`config.mk`:
```
export PLATFORM = sky130hd
export DESIGN_NAME = manhattan_p_median_search_unit
export DESIGN_NICKNAME = d
export VERILOG_FILES = /design/src/design/pmed_pkg.sv /design/src/design/pmed_front.sv /design/src/design/pmed_queue.sv /design/src/design/pmed_back.sv /design/src/design/manhattan_p_median_search_unit.sv
export SDC_FILE = /design/constraint.sdc
export NUM_CORES = 2
export LEC_CHECK = 0
export BUFFER_PORTS_ARGS = -buffer_cell sky130_fd_sc_hd__buf_2
export CORE_UTILIZATION = 60
export CTS_CLUSTER_SIZE = 24
export DETAILED_ROUTE_END_ITERATION = 8
export GPL_ROUTABILITY_DRIVEN = 0
export PLACE_DENSITY = 0.75
export RECOVER_POWER = 50
export SLEW_MARGIN = 20
export SYNTH_ARGS = -nofsm -noshare
export SYNTH_HDL_FRONTEND = slang
export SYNTH_SLANG_ARGS = --single-unit
export TNS_END_PERCENT = 1
```
`constraint.sdc`:
```
create_clock -name clk -period 19.6 [get_ports clk]
set_clock_uncertainty 0.05 [all_clocks]
set_input_delay 3.92 -clock clk [delete_from_list [all_inputs] [get_ports clk]]
set_output_delay 3.92 -clock clk [all_outputs]
set_load 0.02 [all_outputs]
```
`src/design/pmed_pkg.sv`:
```
// ----------------------------------------------------------------------------
// pmed_pkg
// shared types and constants for the manhattan p-median search unit
// ----------------------------------------------------------------------------
package pmed_pkg;

  // default sizes handed to the top level parameters
  localparam int MAX_SITES_DEF   = 16;
  localparam int MAX_DEMANDS_DEF = 128;
  localparam int MAX_SIDE_DEF    = 64;

  // fixed field widths
  localparam int GRID_SIDE_W  = 7;
  localparam int OPEN_COUNT_W = 5;
  localparam int CELL_KIND_W  = 2;
  localparam int TOTAL_W      = 14;
  localparam int STATUS_W     = 2;
  localparam int CFG_DATA_W   = 7;

  localparam logic [TOTAL_W-1:0] TOTAL_MAX = 14'h3fff;

  // cell content codes
  typedef enum logic [CELL_KIND_W-1:0] {
    KIND_EMPTY  = 2'd0,
    KIND_DEMAND = 2'd1,
    KIND_SITE   = 2'd2
  } kind_t;

  // result status codes
  typedef enum logic [STATUS_W-1:0] {
    STAT_OK      = 2'd0,
    STAT_INVALID = 2'd1,
    STAT_FLAG    = 2'd2
  } status_t;

  // configuration register indexes
  typedef enum logic [0:0] {
    REG_GRID_SIDE  = 1'b0,
    REG_OPEN_COUNT = 1'b1
  } reg_idx_t;

endpackage

```
`src/design/pmed_front.sv`:
```
// ----------------------------------------------------------------------------
// pmed_front
// accepts cells, tracks the raster position and classifies each cell
// ----------------------------------------------------------------------------
module pmed_front import pmed_pkg::*; #(
  parameter int MAX_SIDE = MAX_SIDE_DEF,
  localparam int POS_W   = $clog2(MAX_SIDE),
  localparam int ENTRY_W = 2 * POS_W + CELL_KIND_W + 1
) (
  input  logic                   clk,
  input  logic                   rst_n,
  input  logic [GRID_SIDE_W-1:0] grid_side,
  input  logic                   cell_valid,
  input  logic [CELL_KIND_W-1:0] cell_kind,
  output logic                   cell_ready,
  output logic                   push,
  output logic [ENTRY_W-1:0]     push_data,
  input  logic                   queue_full
);

  localparam int CW = (POS_W + 1 > GRID_SIDE_W) ? POS_W + 1 : GRID_SIDE_W;

  logic [POS_W-1:0] row_r, row_nxt;
  logic [POS_W-1:0] col_r, col_nxt;
  logic [CW-1:0]    gs_ext, side_c, col_inc, row_inc;
  logic             end_col, end_row, last;
  kind_t            kind;

  assign cell_ready = !queue_full;
  assign push       = cell_valid && !queue_full;

  // clamp the side length into its legal range
  always_comb begin
    gs_ext = CW'(grid_side);
    if (gs_ext == '0) begin
      side_c = CW'(1);
    end else if (gs_ext > CW'(MAX_SIDE)) begin
      side_c = CW'(MAX_SIDE);
    end else begin
      side_c = gs_ext;
    end
  end

  // classify the cell, unknown codes count as empty
  always_comb begin
    case (cell_kind)
      KIND_DEMAND: kind = KIND_DEMAND;
      KIND_SITE:   kind = KIND_SITE;
      default:     kind = KIND_EMPTY;
    endcase
  end

  // raster position step
  always_comb begin
    col_inc = CW'(col_r) + CW'(1);
    row_inc = CW'(row_r) + CW'(1);
    end_col = col_inc >= side_c;
    end_row = row_inc >= side_c;
    last    = end_col && end_row;
    row_nxt = row_r;
    col_nxt = col_r;
    if (end_col) begin
      col_nxt = '0;
      row_nxt = end_row ? '0 : row_inc[POS_W-1:0];
    end else begin
      col_nxt = col_inc[POS_W-1:0];
    end
  end

  assign push_data = {last, kind, row_r, col_r};

  always_ff @(posedge clk) begin
    if (!rst_n) begin
      row_r <= '0;
      col_r <= '0;
    end else if (push) begin
      row_r <= row_nxt;
      col_r <= col_nxt;
    end
  end

endmodule

```
`src/design/pmed_queue.sv`:
```
// ----------------------------------------------------------------------------
// pmed_queue
// short fifo between the cell front end and the search engine
// ----------------------------------------------------------------------------
module pmed_queue import pmed_pkg::*; #(
  parameter int WIDTH = 8
) (
  input  logic             clk,
  input  logic             rst_n,
  input  logic             push,
  input  logic [WIDTH-1:0] push_data,
  output logic             full,
  input  logic             pop,
  output logic             avail,
  output logic [WIDTH-1:0] pop_data
);

  localparam int DEPTH = 4;
  localparam int AW    = $clog2(DEPTH);

  logic [WIDTH-1:0] mem_r [DEPTH];
  logic [AW-1:0]    wr_r, rd_r;
  logic [AW:0]      cnt_r;
  logic             do_push, do_pop;

  assign full     = cnt_r == (AW + 1)'(DEPTH);
  assign avail    = cnt_r != '0;
  assign pop_data = mem_r[rd_r];
  assign do_push  = push && !full;
  assign do_pop   = pop && avail;

  // storage
  always_ff @(posedge clk) begin
    if (do_push) begin
      mem_r[wr_r] <= push_data;
    end
  end

  // pointers and fill level
  always_ff @(posedge clk) begin
    if (!rst_n) begin
      wr_r  <= '0;
      rd_r  <= '0;
      cnt_r <= '0;
    end else begin
      if (do_push) wr_r <= wr_r + AW'(1);
      if (do_pop)  rd_r <= rd_r + AW'(1);
      cnt_r <= cnt_r + (AW + 1)'(do_push) - (AW + 1)'(do_pop);
    end
  end

endmodule

```
`src/design/pmed_back.sv`:
```
// ----------------------------------------------------------------------------
// pmed_back
// stores demand points and sites, runs the exhaustive subset search
// ----------------------------------------------------------------------------
module pmed_back import pmed_pkg::*; #(
  parameter int MAX_SITES   = MAX_SITES_DEF,
  parameter int MAX_DEMANDS = MAX_DEMANDS_DEF,
  parameter int MAX_SIDE    = MAX_SIDE_DEF,
  localparam int POS_W      = $clog2(MAX_SIDE),
  localparam int ENTRY_W    = 2 * POS_W + CELL_KIND_W + 1
) (
  input  logic                    clk,
  input  logic                    rst_n,
  input  logic [OPEN_COUNT_W-1:0] open_count,
  input  logic                    avail,
  input  logic [ENTRY_W-1:0]      pop_data,
  output logic                    pop,
  output logic                    res_valid,
  input  logic                    res_ready,
  output logic [TOTAL_W-1:0]      res_total,
  output logic [STATUS_W-1:0]     res_status
);

  localparam int ST_W   = $clog2(MAX_SITES + 1);
  localparam int SI_W   = (MAX_SITES > 1) ? $clog2(MAX_SITES) : 1;
  localparam int DT_W   = $clog2(MAX_DEMANDS + 1);
  localparam int DA_W   = (MAX_DEMANDS > 1) ? $clog2(MAX_DEMANDS) : 1;
  localparam int MW     = MAX_SITES + 1;
  localparam int DIST_W = POS_W + 1;
  localparam int SUM_W  = DT_W + DIST_W;
  localparam int CMP_W  = (SUM_W > TOTAL_W) ? SUM_W : TOTAL_W;
  localparam int OC_W   = (ST_W > OPEN_COUNT_W) ? ST_W : OPEN_COUNT_W;
  localparam int PC_W   = $clog2(MAX_SITES + 1) + 1;

  typedef enum logic [2:0] {
    ST_LOAD, ST_START, ST_MASK, ST_DREAD, ST_SITE, ST_OUT
  } state_t;

  state_t state_r;

  // entry fields
  logic             e_last;
  kind_t            e_kind;
  logic [POS_W-1:0] e_row, e_col;
  assign {e_last, e_kind, e_row, e_col} = pop_data;
  assign pop = avail && (state_r == ST_LOAD);

  // stores
  logic [POS_W-1:0] site_row_r [MAX_SITES];
  logic [POS_W-1:0] site_col_r [MAX_SITES];
  logic [2*POS_W-1:0] dem_mem [MAX_DEMANDS];
  logic [2*POS_W-1:0] dem_q_r;
  logic [ST_W-1:0]  site_total_r;
  logic [DT_W-1:0]  demand_total_r;
  logic             ovf_r;

  // search registers
  logic [MW-1:0]     mask_r;
  logic [DT_W-1:0]   d_r;
  logic [SI_W-1:0]   s_r;
  logic [DIST_W-1:0] near_r;
  logic              near_ok_r;
  logic [SUM_W-1:0]  sum_r, best_r;
  logic [TOTAL_W-1:0]  fin_total_r;
  status_t             fin_status_r;

  // output register
  logic                out_valid_r;
  logic [TOTAL_W-1:0]  out_total_r;
  status_t             out_status_r;
  logic                out_load;

  assign res_valid  = out_valid_r;
  assign res_total  = out_total_r;
  assign res_status = out_status_r;
  assign out_load   = (state_r == ST_OUT) && (!out_valid_r || res_ready);

  function automatic logic [PC_W-1:0] popcnt(input logic [MAX_SITES-1:0] v);
    logic [PC_W-1:0] c;
    c = '0;
    for (int i = 0; i < MAX_SITES; i++) begin
      c = c + PC_W'(v[i]);
    end
    return c;
  endfunction

  // distance from the held demand point to site s
  logic [POS_W-1:0]  d_row, d_col, s_row, s_col, dr, dc;
  logic [DIST_W-1:0] span, near_fin;
  logic              take, mask_hit, last_site, last_dem;
  logic [MW-1:0]     limit;
  logic [SUM_W-1:0]  cost;

  always_comb begin
    {d_row, d_col} = dem_q_r;
    s_row    = site_row_r[s_r];
    s_col    = site_col_r[s_r];
    dr       = (d_row > s_row) ? d_row - s_row : s_row - d_row;
    dc       = (d_col > s_col) ? d_col - s_col : s_col - d_col;
    span     = DIST_W'(dr) + DIST_W'(dc);
    take     = mask_r[s_r] && (!near_ok_r || span < near_r);
    near_fin = take ? span : near_r;
    last_site = ST_W'(s_r) + ST_W'(1) == site_total_r;
    last_dem  = d_r + DT_W'(1) == demand_total_r;
    cost     = sum_r + SUM_W'(near_fin);
    limit    = MW'(1) << site_total_r;
    mask_hit = OC_W'(popcnt(mask_r[MAX_SITES-1:0])) == OC_W'(open_count);
  end

  // demand memory
  always_ff @(posedge clk) begin
    if (pop && e_kind == KIND_DEMAND && demand_total_r < DT_W'(MAX_DEMANDS)) begin
      dem_mem[demand_total_r[DA_W-1:0]] <= {e_row, e_col};
    end
    if (state_r == ST_DREAD) begin
      dem_q_r <= dem_mem[d_r[DA_W-1:0]];
    end
  end

  // site store
  always_ff @(posedge clk) begin
    if (pop && e_kind == KIND_SITE && site_total_r < ST_W'(MAX_SITES)) begin
      site_row_r[site_total_r[SI_W-1:0]] <= e_row;
      site_col_r[site_total_r[SI_W-1:0]] <= e_col;
    end
  end

  // result register toward the receiver
  always_ff @(posedge clk) begin
    if (!rst_n) begin
      out_valid_r <= 1'b0;
    end else if (out_load) begin
      out_valid_r  <= 1'b1;
      out_total_r  <= fin_total_r;
      out_status_r <= fin_status_r;
    end else if (res_ready) begin
      out_valid_r <= 1'b0;
    end
  end

  // sequencer
  always_ff @(posedge clk) begin
    if (!rst_n) begin
      state_r        <= ST_LOAD;
      site_total_r   <= '0;
      demand_total_r <= '0;
      ovf_r          <= 1'b0;
    end else begin
      case (state_r)
        // store incoming cells
        ST_LOAD: begin
          if (pop) begin
            if (e_kind == KIND_SITE) begin
              if (site_total_r < ST_W'(MAX_SITES)) site_total_r <= site_total_r + ST_W'(1);
              else ovf_r <= 1'b1;
            end else if (e_kind == KIND_DEMAND) begin
              if (demand_total_r < DT_W'(MAX_DEMANDS)) begin
                demand_total_r <= demand_total_r + DT_W'(1);
              end else begin
                ovf_r <= 1'b1;
              end
            end
            if (e_last) state_r <= ST_START;
          end
        end
        // check the open count and set up the search
        ST_START: begin
          mask_r <= '0;
          best_r <= '1;
          if (open_count == '0 || OC_W'(open_count) > OC_W'(site_total_r)) begin
            fin_total_r  <= '0;
            fin_status_r <= STAT_INVALID;
            state_r      <= ST_OUT;
          end else begin
            state_r <= ST_MASK;
          end
        end
        // walk the subset masks
        ST_MASK: begin
          if (mask_r == limit) begin
            if (CMP_W'(best_r) > CMP_W'(TOTAL_MAX)) begin
              fin_total_r  <= TOTAL_MAX;
              fin_status_r <= STAT_FLAG;
            end else begin
              fin_total_r  <= TOTAL_W'(best_r);
              fin_status_r <= ovf_r ? STAT_FLAG : STAT_OK;
            end
            state_r <= ST_OUT;
          end else if (mask_hit && demand_total_r != '0) begin
            d_r     <= '0;
            sum_r   <= '0;
            state_r <= ST_DREAD;
          end else begin
            if (mask_hit) best_r <= '0;
            mask_r <= mask_r + MW'(1);
          end
        end
        // fetch one demand point
        ST_DREAD: begin
          s_r       <= '0;
          near_ok_r <= 1'b0;
          state_r   <= ST_SITE;
        end
        // nearest chosen site, one site per cycle
        ST_SITE: begin
          near_r <= near_fin;
          if (take) near_ok_r <= 1'b1;
          s_r <= s_r + SI_W'(1);
          if (last_site) begin
            sum_r <= cost;
            d_r   <= d_r + DT_W'(1);
            if (last_dem) begin
              if (cost < best_r) best_r <= cost;
              mask_r  <= mask_r + MW'(1);
              state_r <= ST_MASK;
            end else begin
              state_r <= ST_DREAD;
            end
          end
        end
        // hand the result to the output register and clear the grid
        ST_OUT: begin
          if (out_load) begin
            site_total_r   <= '0;
            demand_total_r <= '0;
            ovf_r          <= 1'b0;
            state_r        <= ST_LOAD;
          end
        end
        default: state_r <= ST_LOAD;
      endcase
    end
  end

  // checks
  a_site_bound: assert property (@(posedge clk) disable iff (!rst_n)
    site_total_r <= ST_W'(MAX_SITES))
    else $error("site total beyond store depth");

  a_site_index: assert property (@(posedge clk) disable iff (!rst_n)
    state_r == ST_SITE |-> ST_W'(s_r) < site_total_r)
    else $error("site index past stored sites");

  a_invalid_zero: assert property (@(posedge clk) disable iff (!rst_n)
    out_valid_r && out_status_r == STAT_INVALID |-> out_total_r == '0)
    else $error("invalid status with nonzero total");

  a_mask_bound: assert property (@(posedge clk) disable iff (!rst_n)
    state_r == ST_SITE |-> mask_r < limit)
    else $error("mask beyond subset range");

endmodule

```
`src/design/manhattan_p_median_search_unit.sv`:
```
// ----------------------------------------------------------------------------
// manhattan_p_median_search_unit
// exhaustive manhattan p-median search over a square grid of cells
// ----------------------------------------------------------------------------
// Cells arrive in raster order on the in_ stream, one cell per transfer, kind
// in in_tdata. A four-entry queue sits between the cell front end and the
// search engine, so cells load at one per cycle while the engine is storing.
// The last cell of a grid starts the search: the engine walks every mask
// below 2^sites, and for each mask with the open count reads each demand
// point through the one registered read port of the demand memory, then
// one shared distance unit visits one site per cycle. After the search one
// result transfer carries best_total and status. The result sits in an
// output register; while the receiver stalls it, the engine already stores
// cells of the next grid. The user must make config writes (cfg_ready is
// always high) only while the block is idle; it is not enforced. Reset
// clears position, totals and flags; grid_side and open_count return to 1.
// ----------------------------------------------------------------------------
module manhattan_p_median_search_unit import pmed_pkg::*; #(
  parameter int MAX_SITES   = MAX_SITES_DEF,
  parameter int MAX_DEMANDS = MAX_DEMANDS_DEF,
  parameter int MAX_SIDE    = MAX_SIDE_DEF
) (
  input  logic                  clk,
  input  logic                  rst_n,
  input  logic                  in_tvalid,
  output logic                  in_tready,
  input  logic [7:0]            in_tdata,   // [1:0] cell_kind
  output logic                  out_tvalid,
  input  logic                  out_tready,
  output logic [15:0]           out_tdata,  // [13:0] best_total, [15:14] status
  input  logic                  cfg_valid,
  output logic                  cfg_ready,
  input  reg_idx_t              cfg_index,
  input  logic [CFG_DATA_W-1:0] cfg_data
);

  localparam int POS_W   = $clog2(MAX_SIDE);
  localparam int ENTRY_W = 2 * POS_W + CELL_KIND_W + 1;

  logic [GRID_SIDE_W-1:0]  grid_side_r;
  logic [OPEN_COUNT_W-1:0] open_count_r;

  // configuration registers
  assign cfg_ready = 1'b1;
  always_ff @(posedge clk) begin
    if (!rst_n) begin
      grid_side_r  <= GRID_SIDE_W'(1);
      open_count_r <= OPEN_COUNT_W'(1);
    end else if (cfg_valid) begin
      case (cfg_index)
        REG_GRID_SIDE:  grid_side_r  <= cfg_data[GRID_SIDE_W-1:0];
        REG_OPEN_COUNT: open_count_r <= cfg_data[OPEN_COUNT_W-1:0];
        default: ;
      endcase
    end
  end

  logic               push, full, avail, pop;
  logic [ENTRY_W-1:0] push_data, pop_data;
  logic [TOTAL_W-1:0]  res_total;
  logic [STATUS_W-1:0] res_status;

  pmed_front #(.MAX_SIDE(MAX_SIDE)) u_front (
    .clk        (clk),
    .rst_n      (rst_n),
    .grid_side  (grid_side_r),
    .cell_valid (in_tvalid),
    .cell_kind  (in_tdata[CELL_KIND_W-1:0]),
    .cell_ready (in_tready),
    .push       (push),
    .push_data  (push_data),
    .queue_full (full)
  );

  pmed_queue #(.WIDTH(ENTRY_W)) u_queue (
    .clk       (clk),
    .rst_n     (rst_n),
    .push      (push),
    .push_data (push_data),
    .full      (full),
    .pop       (pop),
    .avail     (avail),
    .pop_data  (pop_data)
  );

  pmed_back #(
    .MAX_SITES   (MAX_SITES),
    .MAX_DEMANDS (MAX_DEMANDS),
    .MAX_SIDE    (MAX_SIDE)
  ) u_back (
    .clk        (clk),
    .rst_n      (rst_n),
    .open_count (open_count_r),
    .avail      (avail),
    .pop_data   (pop_data),
    .pop        (pop),
    .res_valid  (out_tvalid),
    .res_ready  (out_tready),
    .res_total  (res_total),
    .res_status (res_status)
  );

  assign out_tdata = {res_status, res_total};

endmodule

```
==> out/qor.txt <==
STATUS
----------------------------------------------------------------------------------------
Status                                                                      complete, but fails checks
Failing checks                                                              max-capacitance violations, max-slew violations

CELLS AND AREA
----------------------------------------------------------------------------------------
Cell area after layout                                                         87400 um2
Synthesis-to-layout area growth                                                    10.7%
Layout Utilization                                                                 0.672
Leading cell type in the layout, fill and taps excluded                         edfxtp_1
Post-route insts no fill                                                            5925
Proportion of layout cells with a drive suffix above 1                             0.250
Number of fillers in the final layout                                               8027
Total area of multi-input combinational cells                                  19800 um2
Final net count                                                                     4159
Antenna Diode Count                                                                    0
Most frequent cells in the layout                                           edfxtp_1, mux4_2, clkbuf_16
Area occupied by registers                                                     58100 um2

LOGIC SYNTHESIS
----------------------------------------------------------------------------------------
Post-synthesis sequential area ratio                                               0.737
Top flip-flop cell by instance count after synthesis                            edfxtp_1
Synth Warn #                                                                           0
Number of enable-type register cells in the synthesized netlist                     1899
Synthesized area                                                               78900 um2
Post-Synthesis Net Count                                                            4024
Post-synthesis async set-or-reset flop share                                           0
Top area cells in the synthesized netlist                                   edfxtp_1, mux4_2, ha_1
Share of the synthesized area in the top cell type                                 0.723
Synthesized area per cell                                                       20.3 um2
Count of different cell masters after synthesis                                       65
Post-synthesis cell type with the largest combined area                         edfxtp_1
Flip-flop and latch count after synthesis                                           1954
Synthesized instance count                                                          3885

CLOCK NETWORK
----------------------------------------------------------------------------------------
Bufs on Longest Clock Path                                                             3
CTS HTree Levels                                                                       4
Latest clock arrival within the worst-skew pair                                   820 ps
Root buffer selected by CTS                                                    clkbuf_16
Cts repair resizes                                                                     0
Setup Fix Bufs, Post-CTS                                                               0
Clock buffer count from CTS                                                          186
TritonCTS clock tree                                                                done
Count of hold-fix buffers inserted at cts                                              0
Number of sinks on the clock net                                                    1954
Clock-pin slew on the worst setup and hold paths                                   60 ps

SETUP PATH
----------------------------------------------------------------------------------------
Maximum fanout along the worst path                                                  145
Reg-to-reg critical path endpoint                                           u_back.dem_q_r[2]
Required time of the critical path                                              20200 ps
Reg-to-reg critical path startpoint                                         u_back.d_r[1]
WS Path Type                                                                flip-flop to flip-flop
WP data arrival                                                                 13420 ps
Launching element of the worst setup path                                   u_back.d_r[1]
Critical Path Sink Type                                                        flip-flop
Endpoint of the most critical setup path                                    u_back.dem_q_r[2]
Worst-case register-to-register setup slack                                      6780 ps
Type of origin of the critical path                                            flip-flop
Number of cells on the worst reg-to-reg path                                           8

GRT
----------------------------------------------------------------------------------------
Met2 capacity usage during global routing                                          0.414
First-pass GRT wire length                                                        256 mm
Number of global-route vias before repair                                          38500
Total global-route track usage                                                     0.268
Total global routing overflow                                                          0
Grt met3 use                                                                      0.0486
Initial antenna violation count                                                        2
Grt met1 use                                                                       0.392
Maximum number of pins on one net before global-route repair                         146
Peak-usage layer in the global routing report                                       met2

ROUTING
----------------------------------------------------------------------------------------
Pre-antenna DRT Iters                                                                  8
Detailed-route vias per instance                                                    6.52
Via count                                                                          38600
DRC marker count from the first detailed-route iteration                            4898
Total wirelength of the detailed-routed design                                    174 mm
Detailed-route wire length per cell                                              29.4 um
Remaining DRCs                                                                         0
DRT antenna net count                                                                  0

PLACED DESIGN
----------------------------------------------------------------------------------------
Instance count after placement with tap cells included                              5571
Cell area after placement                                                      81400 um2
Total half-perimeter wirelength after legalization and detailed placement        99.7 mm
Pre-CTS WS                                                                       8980 ps
Count of port buffers added during placement                                          32

TIMING
----------------------------------------------------------------------------------------
Final Max Tran Viols                                                                1624
Final critical-path required period                                             12820 ps
Achievable frequency                                                            78.0 MHz
Measured slew at the worst slew-check pin                                        9900 ps
Count of endpoints failing setup in the final report                                   0
Smallest hold slack                                                               369 ps
Headroom to the max-slew limit                                                     -5.60
Fraction of the cycle the final worst path needs                                   0.654
Setup repair after global routing missed its margin                                   no
Final setup margin                                                               6780 ps
Endpoints failing hold                                                                 0
Accumulated negative setup slack                                                    0 ps

RUN
----------------------------------------------------------------------------------------
Max-cap viol count                                                                    22

DIE
----------------------------------------------------------------------------------------
Area of the core                                                              130000 um2
Row cnt                                                                              132
Die width                                                                         365 um
IO Count                                                                              40
Die H                                                                             365 um
Floorplan die area                                                            133000 um2
Starting density of the core                                                       0.607

PWR
----------------------------------------------------------------------------------------
Power density normalized to cell area                                         133 nW/um2
Overall power after layout                                                       11.7 mW
Maximum vdd drop                                                                0.140 mV
Leakage power total                                                              28.1 nW

HOLD PATH
----------------------------------------------------------------------------------------
Hold Path Class                                                             flip-flop to flip-flop

cells by family after synthesis:
| group | share of synthesized area |
|---|---|
| adders and majority gates | 0.0203 |
| and+or+nand+nor | 0.0316 |
| DFF | 0.737 |
| buffers and inverters | 0.0158 |
| other | 0.0000475 |
| xor gates and xnor gates | 0.0101 |
| muxes | 0.166 |
| AOI/OAI and AO/OA | 0.0195 |
registers in the layout, summed over array words and instances (netlist names), 4 cells and up, named ones only:
signal,count
grid_side_r,7
open_count_r,5
u_back.best_r,15
u_back.d_r,8
u_back.dem_mem,1536
u_back.dem_q_r,12
u_back.demand_total_r,8
u_back.fin_total_r,14
u_back.mask_r,17
u_back.near_r,7
u_back.res_total,14
u_back.s_r,4
u_back.site_col_r,96
u_back.site_row_r,96
u_back.site_total_r,5
u_back.sum_r,15
u_front.col_r,6
u_front.row_r,6
u_queue.mem_r,60
per-layer routing:
| metal | wire length (um) | vias up |
|---|---|---|
| li1 | - | 16100 |
| met1 | 70000 | 20200 |
| met2 | 83800 | 1948 |
| met3 | 15100 | 280 |
| met4 | 5300 | 2 |
| met5 | 19 | - |
how the worst min path moves through the flow:
stage,endpoint,from,slack (ps),cells after the start
floorplan,u_back.res_status[0],u_back.fin_status_r[0],350,0
global placement,u_back.res_total[12],u_back.fin_total_r[12],350,0
detailed placement,u_back.res_total[10],u_back.fin_total_r[10],350,0
CTS,u_back.res_total[10],u_back.fin_total_r[10],370,0
global route,u_back.res_total[12],u_back.fin_total_r[12],370,0
finish,u_back.res_total[10],u_back.fin_total_r[10],370,0
final cells by class:
type | instances | area share
timing repair buffer | 134 | 0.00988
clock buffer | 231 | 0.0560
tap | 1742 | 0.0249
sequential | 1954 | 0.665
multi-input combinational | 1629 | 0.226
inverter | 115 | 0.00494
clock inverter | 120 | 0.0127
synthesized netlist by cell type, drive strengths merged (33+ instances only):
library cell  count
buf              90
inv             114
o21ai            56
nand2           121
a21oi            78
mux4            536
clkbuf           97
edfxtp         1899
xnor2            45
xor2             38
mux2             35
ha              101
mux2i            63
nor2            249
dfxtp            55
nand3            33
report_power, final:
group	switching (mW)	internal, mW	total (mW)
combinational	1.74	0.985	2.73
clock	1.55	1.99	3.54
sequential	0.0829	5.31	5.39
critical path, cell delays in order (launching register included):
cell and delay [ps]:
edfxtp_1 330, clkbuf_1 6790, clkbuf_1 2310, buf_4 900
mux4_2 400, mux2i_1 110, a221oi_1 700, o21ai_0 570
nand4_1 310
Note: power is estimated with default switching activity, not from simulation.
